<file path="config.mk">
export PLATFORM = sky130hd
export DESIGN_NAME = gpps_ctrl
export DESIGN_NICKNAME = d
export VERILOG_FILES = /design/src/rtl/gpps_pkg.sv /design/src/rtl/gpps_ctrl.sv
export SDC_FILE = /design/constraint.sdc
export NUM_CORES = 1
export LEC_CHECK = 0
export ABC_AREA = 1
export BUFFER_PORTS_ARGS = -buffer_cell sky130_fd_sc_hd__buf_2
export CAP_MARGIN = 10
export CELL_PAD_IN_SITES_DETAIL_PLACEMENT = 1
export CELL_PAD_IN_SITES_GLOBAL_PLACEMENT = 1
export CORE_AREA = 2 2 39 41
export CTS_BUF_LIST = sky130_fd_sc_hd__clkbuf_8 sky130_fd_sc_hd__clkbuf_16
export DETAILED_ROUTE_END_ITERATION = 12
export DIE_AREA = 0 0 41 43
export PLACE_DENSITY_LB_ADDON = 0.1
export RECOVER_POWER = 25
export SLEW_MARGIN = 5
export SYNTH_ARGS = -nofsm -noshare
export SYNTH_HDL_FRONTEND = slang
export SYNTH_SLANG_ARGS = --single-unit
export TNS_END_PERCENT = 100
</file>
<file path="constraint.sdc">
create_clock -name clk -period 0.9 [get_ports clk]
set_input_delay 0.135 -clock clk [delete_from_list [all_inputs] [get_ports clk]]
set_output_delay 0.135 -clock clk [all_outputs]
set_load 0.02 [all_outputs]
</file>
<file path="src/rtl/gpps_pkg.sv">
// ----------------------------------------------------------------------------
// gpps_pkg
// Shared types and constants of the grid point program store: op and status
// codes, controller states, and the command and status bundles.
// ----------------------------------------------------------------------------
package gpps_pkg;

  // fixed field widths
  localparam int COORD_W    = 8;
  localparam int DUR_W      = 16;
  localparam int IDX_W      = 8;
  localparam int CFG_ADDR_W = 1;

  // configuration register indexes
  localparam logic [CFG_ADDR_W-1:0] CFG_X_MIN = 1'd0;
  localparam logic [CFG_ADDR_W-1:0] CFG_Y_MAX = 1'd1;

  // configuration reset values
  localparam logic [COORD_W-1:0] X_MIN_RST = 8'hFC;
  localparam logic [COORD_W-1:0] Y_MAX_RST = 8'h03;

  // input op codes
  typedef enum logic [1:0] {
    OP_ADD_POINT = 2'd0,
    OP_END_LINE  = 2'd1,
    OP_NEXT_LINE = 2'd2,
    OP_CLEAR     = 2'd3
  } gpps_op_t;

  // result status codes
  typedef enum logic [1:0] {
    ST_OK        = 2'd0,
    ST_FULL      = 2'd1,
    ST_OOB       = 2'd2,
    ST_EMPTY     = 2'd3
  } gpps_status_t;

  // controller states
  typedef enum logic [1:0] {
    S_IDLE,
    S_LOAD,
    S_PLAY
  } gpps_state_t;

  // controller to datapath
  typedef struct packed {
    logic add_point;
    logic end_line;
    logic next_line;
    logic clear;
    logic load_line;
    logic play_step;
  } gpps_cmd_t;

  // datapath to controller
  typedef struct packed {
    logic out_free;
    logic prog_empty;
    logic line_empty;
    logic row_empty;
    logic last_point;
  } gpps_stat_t;

  // one result item
  typedef struct packed {
    gpps_status_t       status;
    logic               point_valid;
    logic [COORD_W-1:0] point_x;
    logic [COORD_W-1:0] point_y;
    logic [DUR_W-1:0]   line_duration;
    logic [IDX_W-1:0]   line_index;
    logic               last;
  } gpps_res_t;

endpackage

</file>
<file path="src/rtl/gpps_ctrl.sv">
// ----------------------------------------------------------------------------
// gpps_ctrl
// Sequencer: takes input items, fetches a line for playback and steps the
// datapath through its points one result at a time.
// ----------------------------------------------------------------------------
module gpps_ctrl (
  input  logic               clk,
  input  logic               rst_n,
  input  logic               in_tvalid,
  output logic               in_tready,
  input  logic [1:0]         in_op,
  input  gpps_pkg::gpps_stat_t stat,
  output gpps_pkg::gpps_cmd_t  cmd
);
  import gpps_pkg::*;

  gpps_state_t state_r;
  gpps_state_t state_nxt;
  gpps_op_t    op;

  assign op = gpps_op_t'(in_op);

  // state register
  always_ff @(posedge clk) begin
    if (!rst_n) begin
      state_r <= S_IDLE;
    end else begin
      state_r <= state_nxt;
    end
  end

  // next state and commands
  always_comb begin
    state_nxt = state_r;
    cmd       = '0;
    in_tready = 1'b0;
    unique case (state_r)
      S_IDLE: begin
        in_tready = stat.out_free;
        if (in_tvalid && stat.out_free) begin
          unique case (op)
            OP_ADD_POINT: cmd.add_point = 1'b1;
            OP_END_LINE:  cmd.end_line  = 1'b1;
            OP_NEXT_LINE: begin
              cmd.next_line = 1'b1;
              if (!stat.prog_empty) begin
                state_nxt = S_LOAD;
              end
            end
            OP_CLEAR:     cmd.clear     = 1'b1;
            default:      cmd           = '0;
          endcase
        end
      end
      S_LOAD: begin
        cmd.load_line = 1'b1;
        state_nxt     = S_PLAY;
      end
      S_PLAY: begin
        if (stat.out_free) begin
          cmd.play_step = 1'b1;
          if (stat.line_empty || (!stat.row_empty && stat.last_point)) begin
            state_nxt = S_IDLE;
          end
        end
      end
      default: state_nxt = S_IDLE;
    endcase
  end

endmodule

</file>
# After elaboration in Yosys (flattened, before gate mapping)
# Cells that the tools add are included.
[op_classes] eq_ne=10 mux=16 reduce_logical=7
[op_table] cell="2-bit 2-to-1 mux" count=5
[op_table] cell="2-bit != test (second input constant)" count=4
[op_table] cell="2-bit equality test (second input constant)" count=3
[op_table] cell="1-bit 2-to-1 mux" count=6
[op_table] cell="6-bit 2-to-1 mux" count=1
[op_table] cell="2-bit one-hot mux with 3 select lines" count=1
[op_table] cell="5-bit AND reduction" count=1
[op_table] cell="2-bit by 1-bit equality test with 1-bit output (second input constant)" count=2
[op_table] cell="2-bit logical NOT" count=2
[op_table] cell="4-bit 2-to-1 mux" count=1
[op_table] cell="1-bit one-hot mux with 2 select lines" count=2
[op_table] cell="1-bit logical AND" count=2
[op_table] cell="2-bit by 1-bit != test with 1-bit output (second input constant)" count=1
[op_table] cell="1-bit logical NOT" count=1
[op_table] cell="1-bit logical OR" count=1
[word_totals] register_bits=2 in_bits=10 out_inout_bits=7 word_cells=34

# Longest topological paths before layout
[depth] depth_word=6 depth_mapped=6 ltp_nobuf=6

# Worst setup path before layout
# OpenSTA, ideal clock, no wires.
[synth_path] path_type="register to output" from="register state_r[0]" to="output port cmd[2] (netlist name)" arrival_ns=1.071 required_time_ns=0.765 path_slack_ns=-0.306 stages_incl_launch_ff=4 n_path_buf=0 cell_sequence="dfxtp_1 inv_2 nand2_4 nor4_1"
[synth_lines] item="start: declaration" line_no="gpps_ctrl.sv:17" text="gpps_state_t state_r;"
[synth_lines] item="start signal: assignment" line_no="gpps_ctrl.sv:28" text="state_r <= state_nxt;"
[synth_lines] item="end: declaration" line_no="gpps_ctrl.sv:13" text="output gpps_pkg::gpps_cmd_t cmd"

==> out/summary.md <==
• **leading registers by flop count** state_r (2)
• **hold path endpoint** state_r[0]$_SDFFE_PN0P_
• **cell area reported after detailed placement** 313 um^2
• **final net count** 65
• **endpoint of the lowest-slack register-to-register path** state_r[0]$_SDFFE_PN0P_
• **commonest non-fill, non-tap cell in the layout** sky130_fd_sc_hd__buf_2
• **final HPWL from detailed placement** 511 um
• **Ant. Diodes** 0
• **Initial DRC Count** 1
• **Arr. time, crit path** 0.99 ns
• **number of storage elements in the synthesis netlist** 2
• **number of flip-flops under the largest register name** 2
• **library cell occupying the most area in the post-synthesis netlist** sky130_fd_sc_hd__dfxtp_1
• **final standard cell area without fillers** 445 um^2
• **last weighted congestion value of the routability-driven placer** 0.522
• **row count** 14
• **core footprint** 1380 um^2
• **final period utilization** 1.25
• **I/O pin cnt** 17
• **Post-Syn Instances** 31
• **Tightest Pin Transition** 0.185 ns
• **Max rail drop VDD** 0.536 mV
• **worst hold-check slack** 0.0849 ns
• **top register by number of flip-flops** state_r
• **portion of synthesized cell area occupied by the leading cell type** 0.221
• **number of cells on the worst reg-to-reg path** 6
• **total count of hold-check failures in the final report** 0
• **cell with the biggest individual delay on the critical path** sky130_fd_sc_hd__dfxtp_2
• **Vias per Instance** 3.84
• **number of violations of the max-capacitance limit** 0
• **initial antenna violation count** 0
• **violated checks** setup timing
• **Net Sw Frac** 0.230
• **count of input and output buffers** 16
• **starting density of the core** 0.131
• **Critical Setup Path Class** register to output pin
• **wire length reported by the detailed router** 597 um
• **drt first pass iters** 2
• **Die X** 41 um
• **Die Height** 43 um
• **register area share after synthesis** 0.221
• **clock slew at the register clock pins of the worst setup and hold paths** 0.03 ns
• **startpoint of the worst-slack reg-to-reg timing path** state_r[1]$_SDFFE_PN0P_
• **total congestion overflow** 0
• **part of the power in registers** 0.169
• **Setup crit end kind** output pin
• **Detail Route Antenna Nets** 0
• **Clk Latency, worst-skew pair** 0.21 ns
• **crit start category** register
• **number of nets produced by synthesis** 41
• **required time reported for the critical path endpoint** 0.76 ns
• **total of hold buffers inserted after clock tree synthesis** 0
• **hold crit path type** primary input to register
• **clock share of power** 0.647
• **flop2flop setup slack** 0 ns
• **Critical Path, Cell by Cell** inv_4 -> nand2_8 -> nor4_2 -> buf_4
• **Area contributors post-synth** sky130_fd_sc_hd__dfxtp_1, sky130_fd_sc_hd__inv_1, sky130_fd_sc_hd__nand2_1, sky130_fd_sc_hd__nor4_1, sky130_fd_sc_hd__nand2_4
• **start point of the worst hold path** stat[3]
• **unrepaired setup endpoints after global routing** true
• **vias after detailed routing** 265
• **cell internal power dissipation** 418 uW
• **commonest cells after routing, fill and taps aside** sky130_fd_sc_hd__buf_2, sky130_fd_sc_hd__buf_4, sky130_fd_sc_hd__inv_1
• **Lkg Pwr** 0.225 nW
• **Cell Pwr Density** 1220 nW/um^2
• **final setup violating endpoints** 8
• **wire length of the first global-routing pass** 1060 um
• **die area** 1760 um^2
• **fraction of final layout cells with drive strength greater than 1** 0.755
• **CTS H-Tree Depth** 1
• **number of max-slew violations in the final report** 0
• **clock net sink count** 2
• **area growth from synthesis to layout** 146%
• **Syn Area/Cell** 5.85 um^2
• **clock root buffer** sky130_fd_sc_hd__clkbuf_8
• **pin count of the biggest net entering global routing** 6
• **max incr delay on CP** 0.31 ns
• **vias in the first global route** 286
• **skew final** 0.00290 ns
• **number of warning messages in the yosys log** 0
• **Fmax achieved** 0.886 GHz
• **Combinational Power Share** 0.185
• **post-route setup slack** -0.229 ns
• **status** finished, violations left
• **post-route setup TNS** -1.38 ns
• **tightest slew margin relative to the limit** 0.876
• **clk buf depth** 2
• **WL per Instance** 8.65 um
• **drt drc** 0
• **combined area of all synthesized cells** 181 um^2
• **net switching power** 125 uW
• **maximum fanout encountered on the critical timing path** 5
• **crit path time final** 1.13 ns
• **clock tree from TritonCTS** done
• **Synth cell types** 13
• **overall routing resource usage** 0.0872
• **Hold Path Depth** 2
• **TritonCTS Buffers** 3
-- cells in the mapped netlist --
cell and instances:
sky130_fd_sc_hd__a21oi_1 1, sky130_fd_sc_hd__buf_4 1, sky130_fd_sc_hd__dfxtp_1 2, sky130_fd_sc_hd__inv_1 8
sky130_fd_sc_hd__inv_2 2, sky130_fd_sc_hd__nand2_1 6, sky130_fd_sc_hd__nand2_2 1, sky130_fd_sc_hd__nand2_4 1
sky130_fd_sc_hd__nor2_1 3, sky130_fd_sc_hd__nor2_2 1, sky130_fd_sc_hd__nor3_1 1, sky130_fd_sc_hd__nor3_2 1
sky130_fd_sc_hd__nor4_1 3
-- power by group through the flow --
stage | registers (mW) | logic, mW | clock network, mW
after global placement | 0.0919 | 0.0770 | 0
after global routing | 0.0916 | 0.109 | 0.373
after CTS | 0.0913 | 0.0890 | 0.363
final | 0.0915 | 0.100 | 0.351
after floorplan | 0.0920 | 0.0415 | 0
after detailed placement | 0.0920 | 0.0809 | 0
-- per-layer routing --
layer | vias to the layer above | track usage | share of wire
met5 | - | 0 | 0
met4 | 0 | 0.0400 | 0.013
met3 | 2 | 0.0314 | 0.060
met2 | 9 | 0.153 | 0.56
met1 | 119 | 0.0831 | 0.37
li1 | 135 | - | -
-- cell families after synthesis --
group,count (synthesis),share of synthesized area
AOI/OAI and AO/OA,1,0.0276
buffers and inverters,11,0.248
DFF,2,0.221
and+or+nand+nor,17,0.503
-- timing repair --
item | CTS | global route
gates cloned | 0 | 0
gates resized for setup | 15 | 8
endpoints found under the hold margin | 0 | 0
endpoints found under the setup margin | 8 | 9
setup buffers | 2 | 0
pin swaps | 3 | 0
-- worst max path at each step --
stage | start | to | slack, ns | cells past startpoint
floorplan | state_r[0]$_SDFFE_PN0P_ | cmd[2] | -0.08 | 3
global placement | state_r[1]$_SDFFE_PN0P_ | cmd[3] | -0.04 | 6
detailed placement | state_r[1]$_SDFFE_PN0P_ | cmd[3] | -0.05 | 6
CTS | state_r[0]$_SDFFE_PN0P_ | cmd[3] | -0.24 | 6
global route | state_r[1]$_SDFFE_PN0P_ | cmd[3] | -0.28 | 6
finish | state_r[1]$_SDFFE_PN0P_ | cmd[2] | -0.23 | 4
-- cell type report --
class | instances | area, um^2
inverter | 10 | 42.5
fill | 178 | 938
tap | 16 | 20.0
clock buffer | 3 | 41.3
sequential | 2 | 42.5
multi-input combinational | 18 | 160
timing repair buffer | 20 | 139
-- critical path: cells and delay by family, from the launching register on --
kind                   cells  cell delay (ns)
flip-flops                 1             0.31
buffers and inverters      2             0.26
AND/OR/NAND/NOR            2             0.21
-- stage by stage --
stage                     utilization  cells  power [mW]  worst slack [ns]
after floorplan                     -     31       0.133           -0.0845
after global placement          0.226     64       0.169           -0.0372
after detailed placement        0.226     64       0.173           -0.0504
after CTS                       0.293     69       0.544            -0.240
after global routing            0.322     69       0.574            -0.276
final                           0.322     69       0.543            -0.229
No activity file was read; power rests on OpenSTA's default activity.
